## src/rtl/el2sr_pkg.sv

```systemverilog
// el2sr_pkg: shared types, constants and decode functions for the el2 shadow register block
// no dependencies; used by rtl/el2_sysreg_shadow_redirect.sv
package el2sr_pkg;

    // slot layout: pure-shadow registers first, then the e2h-aliased ones
    localparam int NUM_PURE    = 19;
    localparam int NUM_ALIAS   = 14;
    localparam int NUM_SLOTS   = NUM_PURE + NUM_ALIAS;
    localparam int SLOT_W      = $clog2(NUM_SLOTS);
    // hcr_el2 lives outside the slot array, so the array is one entry shorter
    localparam int FILE_DEPTH  = NUM_SLOTS - 1;
    localparam int FILE_IDX_W  = $clog2(FILE_DEPTH);
    localparam int HCR_SLOT    = 2;
    localparam int HCR_E2H_BIT = 34;
    localparam int HCR_TGE_BIT = 27;

    localparam int DATA_W = 64;
    localparam int ID_W   = 16;

    localparam logic [DATA_W-1:0] MASK_ALL   = '1;
    localparam logic [DATA_W-1:0] MASK_LOW3  = DATA_W'((65'd1 << 3) - 65'd1);
    localparam logic [DATA_W-1:0] MASK_LOW16 = DATA_W'((65'd1 << 16) - 65'd1);
    localparam logic [DATA_W-1:0] MASK_LOW28 = DATA_W'((65'd1 << 28) - 65'd1);
    localparam logic [DATA_W-1:0] MASK_LOW32 = DATA_W'((65'd1 << 32) - 65'd1);

    typedef enum logic [1:0]
    {
        ACT_HANDLED   = 2'd0,
        ACT_REDIRECT  = 2'd1,
        ACT_UNHANDLED = 2'd2
    } action_t;

    typedef struct packed
    {
        logic              hit;
        logic              is_alias;
        logic [SLOT_W-1:0] slot;
    } decode_t;

    // pack op0, op1, crn, crm, op2 into the 16-bit register id
    function automatic logic [ID_W-1:0] sr_id(input int op0, input int op1, input int crn,
                                              input int crm, input int op2);
        return ID_W'((op0 << 14) | (op1 << 11) | (crn << 7) | (crm << 3) | op2);
    endfunction

    localparam logic [ID_W-1:0] SLOT_ID [NUM_SLOTS] = '{
        // pure-shadow registers
        sr_id(3, 4, 0, 0, 0),  sr_id(3, 4, 0, 0, 5),  sr_id(3, 4, 1, 1, 0),
        sr_id(3, 4, 1, 1, 1),  sr_id(3, 4, 1, 1, 3),  sr_id(3, 4, 1, 1, 7),
        sr_id(3, 4, 2, 1, 0),  sr_id(3, 4, 2, 1, 2),  sr_id(3, 4, 13, 0, 2),
        sr_id(3, 4, 14, 0, 3), sr_id(3, 4, 4, 0, 1),  sr_id(3, 4, 4, 0, 0),
        sr_id(3, 4, 6, 0, 4),  sr_id(3, 4, 14, 2, 1), sr_id(3, 4, 14, 2, 2),
        sr_id(3, 4, 14, 2, 0), sr_id(3, 4, 14, 3, 1), sr_id(3, 4, 14, 3, 2),
        sr_id(3, 4, 14, 3, 0),
        // e2h-aliased registers
        sr_id(3, 4, 1, 0, 0),  sr_id(3, 4, 1, 1, 2),  sr_id(3, 4, 2, 0, 0),
        sr_id(3, 4, 2, 0, 1),  sr_id(3, 4, 2, 0, 2),  sr_id(3, 4, 5, 1, 0),
        sr_id(3, 4, 5, 1, 1),  sr_id(3, 4, 5, 2, 0),  sr_id(3, 4, 6, 0, 0),
        sr_id(3, 4, 10, 2, 0), sr_id(3, 4, 10, 3, 0), sr_id(3, 4, 12, 0, 0),
        sr_id(3, 4, 13, 0, 1), sr_id(3, 4, 14, 1, 0)
    };

    // the architectural feature trap register's el1 twin sits at crm 0, not crm 1
    localparam logic [ID_W-1:0] TRAP_CTL_ID    = sr_id(3, 4, 1, 1, 2);
    localparam logic [ID_W-1:0] TRAP_CTL_TWIN  = sr_id(3, 0, 1, 0, 2);

    // match the id against every slot; ids are unique so at most one hits
    function automatic decode_t decode_id(input logic [ID_W-1:0] id);
        decode_t d;
        d = '0;
        for (int i = 0; i < NUM_SLOTS; i++)
        begin
            if (!d.hit && SLOT_ID[i] == id)
            begin
                d.hit      = 1'b1;
                d.is_alias = (i >= NUM_PURE);
                d.slot     = SLOT_W'(i);
            end
        end
        return d;
    endfunction

    // writable bits per slot; aliased registers are written in full
    function automatic logic [DATA_W-1:0] slot_mask(input logic [SLOT_W-1:0] slot);
        logic [DATA_W-1:0] m;
        case (slot)
            SLOT_W'(3):  m = MASK_LOW28;
            SLOT_W'(4):  m = MASK_LOW16;
            SLOT_W'(7):  m = MASK_LOW32;
            SLOT_W'(11): m = MASK_LOW32;
            SLOT_W'(13): m = MASK_LOW3;
            SLOT_W'(15): m = MASK_LOW32;
            SLOT_W'(16): m = MASK_LOW3;
            SLOT_W'(18): m = MASK_LOW32;
            default:     m = MASK_ALL;
        endcase
        return m;
    endfunction

    // el1 twin of an aliased el2 register: same id with op1 cleared,
    // except the feature trap register whose twin also has crm cleared
    function automatic logic [ID_W-1:0] el1_twin(input logic [ID_W-1:0] id);
        logic [ID_W-1:0] t;
        t = {id[15:14], 3'b000, id[10:0]};
        if (id == TRAP_CTL_ID)
        begin
            t = TRAP_CTL_TWIN;
        end
        return t;
    endfunction

endpackage

```

## src/rtl/el2_sysreg_shadow_redirect.sv

```systemverilog
// el2_sysreg_shadow_redirect: el2 system register shadow file with e2h/tge redirection
// depends on rtl/el2sr_pkg.sv
//
// Takes one system register read or write per beat and returns one result per beat. An access
// is held in an input register, decoded against the constant register table and applied to the
// shadow file, and its result lands in an output register: one access per clock sustained
// while out_stall is low. With hcr_el2.e2h or hcr_el2.tge set, an access to an aliased el2
// register returns a redirect to its el1 twin instead of touching its slot; a write to hcr_el2
// takes effect from the following access. All slots read as zero after reset; unknown ids
// report unhandled and change nothing.
module el2_sysreg_shadow_redirect
(
    input  logic        clk,
    input  logic        rst_n,

    input  logic        in_valid,
    output logic        in_stall,
    input  logic        op,
    input  logic [15:0] sysreg_id,
    input  logic [63:0] write_data,

    output logic        out_valid,
    input  logic        out_stall,
    output logic [1:0]  action,
    output logic [63:0] read_data,
    output logic [15:0] redirect_id
);

    logic                                s1_valid_reg;
    logic                                s1_op_reg;
    logic [el2sr_pkg::ID_W-1:0]          s1_id_reg;
    logic [el2sr_pkg::DATA_W-1:0]        s1_data_reg;

    logic [el2sr_pkg::DATA_W-1:0]        hcr_reg;
    logic [el2sr_pkg::DATA_W-1:0]        file_reg [el2sr_pkg::FILE_DEPTH];

    logic                                out_valid_reg;
    el2sr_pkg::action_t                  action_reg;
    logic [el2sr_pkg::DATA_W-1:0]        read_data_reg;
    logic [el2sr_pkg::ID_W-1:0]          redirect_id_reg;

    logic                                s1_advance;
    logic                                in_accept;
    el2sr_pkg::decode_t                  dec;
    logic                                redirect_en;
    logic                                is_hcr;
    logic [el2sr_pkg::FILE_IDX_W-1:0]    file_idx;
    logic [el2sr_pkg::DATA_W-1:0]        slot_rd;
    logic                                slot_access;
    logic                                slot_write;
    el2sr_pkg::action_t                  action_next;
    logic [el2sr_pkg::DATA_W-1:0]        read_data_next;
    logic [el2sr_pkg::ID_W-1:0]          redirect_id_next;
    logic [el2sr_pkg::DATA_W-1:0]        wr_value;

    // handshake: the input stage moves on whenever the result register is free or draining
    assign s1_advance = !out_valid_reg || !out_stall;
    assign in_stall   = s1_valid_reg && !s1_advance;
    assign in_accept  = in_valid && !in_stall;

    // input register
    always_ff @(posedge clk or negedge rst_n)
    begin
        if (!rst_n)
        begin
            s1_valid_reg <= 1'b0;
        end
        else if (in_accept)
        begin
            s1_valid_reg <= 1'b1;
        end
        else if (s1_advance)
        begin
            s1_valid_reg <= 1'b0;
        end
    end

    always_ff @(posedge clk)
    begin
        if (in_accept)
        begin
            s1_op_reg   <= op;
            s1_id_reg   <= sysreg_id;
            s1_data_reg <= write_data;
        end
    end

    // decode and slot select
    always_comb
    begin
        dec         = el2sr_pkg::decode_id(s1_id_reg);
        redirect_en = hcr_reg[el2sr_pkg::HCR_E2H_BIT] || hcr_reg[el2sr_pkg::HCR_TGE_BIT];
        is_hcr      = (dec.slot == el2sr_pkg::SLOT_W'(el2sr_pkg::HCR_SLOT));
        if (dec.slot > el2sr_pkg::SLOT_W'(el2sr_pkg::HCR_SLOT))
        begin
            file_idx = el2sr_pkg::FILE_IDX_W'(dec.slot - el2sr_pkg::SLOT_W'(1));
        end
        else
        begin
            file_idx = el2sr_pkg::FILE_IDX_W'(dec.slot);
        end
        slot_rd     = is_hcr ? hcr_reg : file_reg[file_idx];
        slot_access = dec.hit && !(dec.is_alias && redirect_en);
        slot_write  = s1_valid_reg && s1_advance && slot_access && s1_op_reg;
        wr_value    = s1_data_reg & el2sr_pkg::slot_mask(dec.slot);
    end

    // result selection
    always_comb
    begin
        action_next      = el2sr_pkg::ACT_UNHANDLED;
        read_data_next   = '0;
        redirect_id_next = '0;
        if (slot_access)
        begin
            action_next = el2sr_pkg::ACT_HANDLED;
            if (!s1_op_reg)
            begin
                read_data_next = slot_rd;
            end
        end
        else if (dec.hit)
        begin
            action_next      = el2sr_pkg::ACT_REDIRECT;
            redirect_id_next = el2sr_pkg::el1_twin(s1_id_reg);
        end
    end

    // shadow file, hcr_el2 kept apart so its control bits read at a fixed place
    always_ff @(posedge clk or negedge rst_n)
    begin
        if (!rst_n)
        begin
            hcr_reg <= '0;
            for (int i = 0; i < el2sr_pkg::FILE_DEPTH; i++)
            begin
                file_reg[i] <= '0;
            end
        end
        else if (slot_write)
        begin
            if (is_hcr)
            begin
                hcr_reg <= wr_value;
            end
            else
            begin
                file_reg[file_idx] <= wr_value;
            end
        end
    end

    // result register
    always_ff @(posedge clk or negedge rst_n)
    begin
        if (!rst_n)
        begin
            out_valid_reg <= 1'b0;
        end
        else if (s1_advance)
        begin
            out_valid_reg <= s1_valid_reg;
        end
    end

    always_ff @(posedge clk)
    begin
        if (s1_advance && s1_valid_reg)
        begin
            action_reg      <= action_next;
            read_data_reg   <= read_data_next;
            redirect_id_reg <= redirect_id_next;
        end
    end

    assign out_valid   = out_valid_reg;
    assign action      = action_reg;
    assign read_data   = read_data_reg;
    assign redirect_id = redirect_id_reg;

endmodule
```

## config.mk

```make
export PLATFORM = sky130hd
export DESIGN_NAME = el2_sysreg_shadow_redirect
export DESIGN_NICKNAME = d
export VERILOG_FILES = /design/src/rtl/el2sr_pkg.sv /design/src/rtl/el2_sysreg_shadow_redirect.sv
export SDC_FILE = /design/constraint.sdc
export NUM_CORES = 2
export LEC_CHECK = 0
export BUFFER_PORTS_ARGS = -buffer_cell sky130_fd_sc_hd__buf_2
export CORE_MARGIN = 2
export CORE_UTILIZATION = 45
export DETAILED_ROUTE_END_ITERATION = 6
export PLACE_DENSITY_LB_ADDON = 0.25
export SLEW_MARGIN = 20
export SYNTH_ARGS = -nofsm -noshare
export SYNTH_HDL_FRONTEND = slang
export SYNTH_SLANG_ARGS = --single-unit
```

## constraint.sdc

```tcl
create_clock -name clk -period 6.4 [get_ports clk]
set_input_delay 0.96 -clock clk [delete_from_list [all_inputs] [get_ports clk]]
set_output_delay 0.96 -clock clk [all_outputs]
set_load 0.01 [all_outputs]
```

# Word-level counts from Yosys, hierarchy flattened
# Memory sizes are Yosys's and may differ from the RTL's.
# Index checks and enable logic that the tools add are counted.
[op_classes]
n_mux = 46
bitwise_logic = 5
n_lt_le_gt_ge = 3
n_reduce_logical = 85
addsub = 1
eq_ne = 35
[ops]
columns = ["cell", "count"]
rows = [
  ["2048-bit bitwise mux", 1],
  ["16-bit == test, first input constant", 33],
  ["64-bit binary-select mux with 5-bit select", 1],
  ["64-bit demux with 5-bit select", 1],
  ["64-bit two-way mux", 5],
  ["8-bit two-way mux", 33],
  ["64-bit AND", 1],
  ["1-bit logical AND", 40],
  ["1-bit zero test", 37],
  ["16-bit == test, second input constant", 1],
  ["16-bit two-way mux", 1],
  ["6-bit by 2-bit == test with 1-bit output, second input constant", 1],
  ["6-bit greater-or-equal comparator, second input constant", 1],
  ["6-bit by 2-bit greater-than comparator with 1-bit output, second input constant", 1],
  ["6-bit by 1-bit < comparator with 1-bit output, second input constant", 1],
  ["5-bit NOT with 6-bit output", 1],
  ["5-bit two-way mux", 1],
  ["5-bit by 1-bit subtractor with 5-bit output, second input constant", 1],
  ["2-bit AND reduction", 2],
  ["2-bit OR reduction", 2],
  ["1-bit NOT", 3],
  ["3-bit OR reduction", 1],
  ["1-bit logical OR", 2],
  ["1-bit two-way mux", 2],
  ["other kinds (2)", 2],
]
[totals]
out_inout_bits = 84
in_bits = 85
elab_cells = 218
mem_bits_ro = 1952
n_memories = 1
reg_bits = 2277
[memory_table]
columns = ["name", "words", "word_bits", "rd", "rd_ports_with_merged_regs", "wr", "line_no", "rtl"]
rows = [
  ["(name not given)", 32, 61, 1, 0, 0, "el2sr_pkg.sv:86", "case (slot)"],
]

# Longest topological paths before layout
[depth]
depth_word = 106
ltp_mapped = 22
mapped_depth_nobuf = 15

# Least setup slack after synthesis
# No wires, ideal clock.
[synth_timing]
path_kind = "in2reg"
startpoint = "input port out_stall"
endpoint = "register file_reg[100] (netlist name)"
stages = 11
path_buffers = 2
path_slack_ns = 1.517
arrival_time_ns = 4.750
setup_time_ns = 0.133
required_ns = 6.267
path_cell_list = "nand2_1 -> and2_1 -> nand2_1 -> a311o_1 -> or3_1 -> nor2_2 -> nand2_1 -> buf_2 -> buf_1 -> nand2_1 -> o21ai_0"
[synth_via]
elab_chain_cells = 6
[synth_rtl]
columns = ["item", "line_no", "rtl"]
rows = [
  ["start, declared", "el2_sysreg_shadow_redirect.sv:23", "input logic out_stall,"],
  ["1-bit zero test", "el2_sysreg_shadow_redirect.sv:57", "assign s1_advance = !out_valid_reg || !out_stall;"],
  ["1-bit logical OR", "el2_sysreg_shadow_redirect.sv:57", ""],
  ["1-bit logical AND (3 in series)", "el2_sysreg_shadow_redirect.sv:104", "slot_write = s1_valid_reg && s1_advance && slot_access && s1_op_reg;"],
  ["2-bit AND reduction (no source line)", "--", ""],
  ["end signal, assigned by index", "el2_sysreg_shadow_redirect.sv:148", "file_reg[file_idx] <= wr_value;"],
  ["end, declared", "el2_sysreg_shadow_redirect.sv:35", "logic [el2sr_pkg::DATA_W-1:0] file_reg [el2sr_pkg::FILE_DEPTH];"],
]
# No other way between the ends.
# A chain may end at the register's enable or synchronous reset.

# Worst setup path in the final report
[layout_timing]
startpoint = "register s1_id_reg[3] (netlist name)"
endpoint = "register read_data_reg (netlist bit read_data[6]), data pin"
[layout_via]
elab_chain_cells = 105
elab_cells_between_ends = 144
cone_classes = "1 x add/sub; 1 x order compare; 34 x eq/ne; 38 x mux; 2 x bitwise; 68 x reduce/logical"
[layout_rtl]
columns = ["item", "line_no", "rtl"]
rows = [
  ["start, declared", "el2_sysreg_shadow_redirect.sv:31", "logic [el2sr_pkg::ID_W-1:0] s1_id_reg;"],
  ["start signal, assigned", "el2_sysreg_shadow_redirect.sv:83", "s1_id_reg <= sysreg_id;"],
  ["16-bit == test", "el2sr_pkg.sv:73", "if (!d.hit && SLOT_ID[i] == id)"],
  ["8-bit two-way mux", "el2sr_pkg.sv:73", ""],
  ["1-bit zero test", "el2sr_pkg.sv:73", ""],
  ["1-bit logical AND", "el2sr_pkg.sv:73", ""],
  ["8-bit two-way mux", "el2sr_pkg.sv:73", ""],
  ["1-bit zero test", "el2sr_pkg.sv:73", ""],
  ["1-bit logical AND", "el2sr_pkg.sv:73", ""],
  ["8-bit two-way mux", "el2sr_pkg.sv:73", ""],
  ["[88 not listed]", "--", ""],
  ["1-bit logical AND", "el2sr_pkg.sv:73", ""],
  ["8-bit two-way mux *", "el2sr_pkg.sv:73", ""],
  ["5-bit by 1-bit subtractor with 5-bit output / 6-bit by 2-bit greater-than comparator with 1-bit output (equally long branches)", "el2_sysreg_shadow_redirect.sv:96, el2_sysreg_shadow_redirect.sv:94", ""],
  ["5-bit two-way mux", "el2_sysreg_shadow_redirect.sv:94", "if (dec.slot > el2sr_pkg::SLOT_W'(el2sr_pkg::HCR_SLOT))"],
  ["5-bit NOT with 6-bit output (not written as such)", "el2_sysreg_shadow_redirect.sv:102", "slot_rd = is_hcr ? hcr_reg : file_reg[file_idx];"],
  ["64-bit binary-select mux with 5-bit select", "el2_sysreg_shadow_redirect.sv:102", ""],
  ["64-bit two-way mux (not written as such) (2 in series)", "el2_sysreg_shadow_redirect.sv:102", ""],
  ["64-bit two-way mux", "el2_sysreg_shadow_redirect.sv:102", ""],
  ["end signal, assigned", "el2_sysreg_shadow_redirect.sv:171", "read_data_reg <= read_data_next;"],
  ["end, declared", "el2_sysreg_shadow_redirect.sv:39", "logic [el2sr_pkg::DATA_W-1:0] read_data_reg;"],
]
# Mark *: on every way between the ends. The rest lies on a longest branch, timed or not. The select of a mux whose other input is x is not followed.

==> impl_metrics.json <==
{
  "clk_path_buf_depth": 3,
  "power.net_switching_mw": 6.778,
  "cts_sinks": 2274,
  "wl_per_cell_microns": 24.68,
  "start_util_pct": 45.38,
  "synth_cells": 10893,
  "row_count": 173,
  "grt_setup_unrepaired": "no",
  "drv_slew": 0,
  "drive_above_1_share_pct": 10.13,
  "io_buffers": 165,
  "tns_ns": 0,
  "powerDensity_mw_per_mm2": 261.0,
  "clkPwrFrac_pct": 47.7,
  "ys_seq_area_share_pct": 57.09,
  "routed_wl_microns": 339400,
  "grtUsageTotal_pct": 29.46,
  "min_period_ns": 6.048,
  "syn_avg_cell_area_sq_um": 9.278,
  "reg2reg_to": "read_data[6]$_SDFFCE_PP0P_",
  "clk_latency_ns": 0.93,
  "crit_type": "reg2reg",
  "p_leak_nw": 48.87,
  "finalNetCount": 10660,
  "cts-hold-fix-buffers": 0,
  "critPathCaptureType": "flop",
  "hold_path_class": "in2async",
  "crit_path_cell_trace": "or4_4 > o41ai_4 > o21ai_1 > and2_1 > inv_1 > ha_1 > a21oi_2 > nor3_4 > xnor2_4 > buf_12 > buf_4 > and3_1 > a211oi_1 > o31ai_1 > a31oi_1",
  "synth-edff-count": 160,
  "setup_viol": 0,
  "p_int_mw": 22.76,
  "viasPerCell": 5.915,
  "synth_top_flop_cell": "dfrtp_1",
  "p_total_mw": 29.54,
  "drt_iter0_drc": 8050,
  "die_y_microns": 477.9,
  "htree_levels": 4,
  "fin_hold_ws_ns": 0.08425,
  "worst_ep_required_time_ns": 7.02,
  "synth.distinct_cells": 90,
  "grt-ovfl-total": 0,
  "hold_viol_final": 0,
  "crit_path_start": "s1_id_reg[3]$_DFFE_PP_",
  "tritoncts": "done",
  "num_vias": 81335,
  "syn_to_final_growth_pct": 11.96,
  "cpMaxStageDelayCell": "edfxtp_1",
  "power_frac_seq_pct": 49.7,
  "swShare_pct": 22.94,
  "worst_slew_pin_slew_ns": 1.123,
  "grt_pass1_wl_microns": 512400,
  "antenna_found_initial": 10,
  "ios": 169,
  "cts_setup_buffers": 0,
  "grt_pass1_vias": 78295,
  "netlist_area_sq_mm": 0.1011,
  "root_buffer": "clkbuf_16",
  "arrival_ns": 6.66,
  "routabilityCongestion": 0.8775,
  "startpoint_type": "flop",
  "path_clk_slew_ns": 0.06,
  "largest_reg_flops": 2048,
  "reg2reg_from": "s1_id_reg[3]$_DFFE_PP_",
  "die_area_sq_mm": 0.2284,
  "fmax_mhz": 165.3,
  "place.detailed.hpwl_microns": 194900,
  "cts-resized-gates": 0,
  "synth_area_leaders": "dfrtp_1 (52%), nand2_1 (12%), o21ai_0 (10%)",
  "path_max_fanout": 71,
  "relSlewSlack_pct": 24.96,
  "cts_made_buffers": 233,
  "dr.pass1.iters": 5,
  "r2r_cells": 15,
  "cp-endpoint": "read_data[6]$_SDFFCE_PP0P_",
  "chipWidth_microns": 477.9,
  "maxCapViolCount": 0,
  "ys.warnings.count": 0,
  "synth_top_area_share_pct": 52.34,
  "skew_ns": 0.09424,
  "max_stage_delay_ns": 0.73,
  "coreArea_sq_mm": 0.2227,
  "combPwrFrac_pct": 2.6,
  "ys_async_sr_fraction_pct": 92.96,
  "status": "finished clean",
  "yosys.area.top_type": "dfrtp_1",
  "period_share_pct": 94.50,
  "drc": 0,
  "ant_nets": 0,
  "grt_max_degree": 168,
  "rrSetupSlack_ns": 0.35,
  "ys_ff_latch": 2274,
  "vdd_drop_max_uv": 256.0
}
[cells by family after synthesis]
logic type,synth area share [%]
DFF,57.09
other,0.003710
muxes,4.599
buffers and inverters,4.377
AOI/OAI and AO/OA,15.99
adders and majority gates,0.08418
xor gates and xnor gates,0.1201
and+or+nand+nor,17.73
[per-layer routing]
metal / routed length [microns] / GRT usage, %
met1: 148300 / 42.43
met2: 149900 / 44.73
met3: 28830 / 5.420
met4: 12360 / 10.10
met5: 11 / 0
[critical path, delay by kind of cell, from the launching register on]
family	cells	cell delay (ns)
and+or+nand+nor	4	1.64
AOI/OAI and AO/OA	6	1.61
buffers and inverters	3	1.03
DFF	1	0.73
adders and majority gates	1	0.36
xor gates and xnor gates	1	0.31
[cell usage after synthesis, types with 6 or more instances]
| library cell | count |
|---|---|
| nor3_1 | 68 |
| a22oi_1 | 7 |
| nor2_1 | 37 |
| edfxtp_1 | 160 |
| buf_1 | 41 |
| a32oi_1 | 57 |
| nand3_2 | 6 |
| dfrtp_1 | 2114 |
| mux2_2 | 127 |
| o21ai_0 | 2074 |
| nand3_1 | 316 |
| a21o_1 | 9 |
| a31oi_1 | 202 |
| nand2b_1 | 8 |
| a2111oi_0 | 6 |
| a211o_1 | 49 |
| o21ai_1 | 63 |
| a211oi_1 | 256 |
| nand4_1 | 17 |
| mux2_1 | 44 |
| clkbuf_1 | 689 |
| inv_1 | 7 |
| nand2_1 | 3306 |
| nor2b_1 | 12 |
| mux2i_1 | 272 |
| and3_1 | 377 |
| buf_4 | 33 |
| a21oi_1 | 35 |
| buf_6 | 7 |
| a221oi_1 | 15 |
| o31ai_1 | 50 |
| buf_2 | 266 |
| or3_1 | 6 |
| ha_1 | 6 |
| and2_1 | 19 |
| nor4_1 | 11 |
| nand4b_1 | 10 |
[area by class of cell]
cell class	count	area, sq um
fillers	20258	109600
flip-flops and latches	2274	57710
clock inverters	94	1115
well taps	2975	3722
inverters	7	26.28
repair buffers	472	4220
clock buffers	344	6892
diodes	4	10.01
multi-input cells	7581	39470
[cell usage in the layout, fill, tap and decap left out, drive strengths merged, types with 49 or more instances in the layout]
cell type and count:
nor3 73, mux2i 272, o21ai 2137, and3 377, clkinv 68, a31oi 202
nand2 3308, clkbuf 344, a32oi 57, nand3 322, dfrtp 2114, edfxtp 160
o31ai 50, a211o 49, buf 472, a211oi 256, mux2 171
[stage by stage]
| stage | setup slack (ns) | instances | instance area (sq um) | util, % |
|---|---|---|---|---|
| after floorplan | 1.517 | 10898 | 101100 | - |
| after global placement | 0.4468 | 13308 | 105100 | 47.19 |
| after detailed placement | 0.4189 | 13308 | 105100 | 47.19 |
| after CTS | 0.4136 | 13746 | 113100 | 50.79 |
| after global routing | 0.07545 | 13749 | 113200 | 50.80 |
| final | 0.3521 | 13751 | 113200 | 50.81 |
[power by group through the flow]
stage               logic, mW  clock network [mW]  registers, mW
floorplan               0.246                   0           14.9
global placement        0.768                   0           14.9
detailed placement      0.773                   0           14.9
CTS                     0.775                14.3           14.7
global route            0.849                14.9           14.7
finish                  0.763                14.1           14.7
[worst min-delay path by stage]
stage,from,depth (start not counted),end,slack (ns)
floorplan,file_reg[103]$_DFFE_PN0P_,2,file_reg[103]$_DFFE_PN0P_,0.44
global placement,file_reg[76]$_DFFE_PN0P_,2,file_reg[76]$_DFFE_PN0P_,0.45
detailed placement,file_reg[803]$_DFFE_PN0P_,2,file_reg[803]$_DFFE_PN0P_,0.46
CTS,rst_n,1,file_reg[189]$_DFFE_PN0P_,0.07
global route,rst_n,1,file_reg[1337]$_DFFE_PN0P_,0.09
finish,rst_n,1,file_reg[189]$_DFFE_PN0P_,0.08
(Power assumes the default switching activity.)
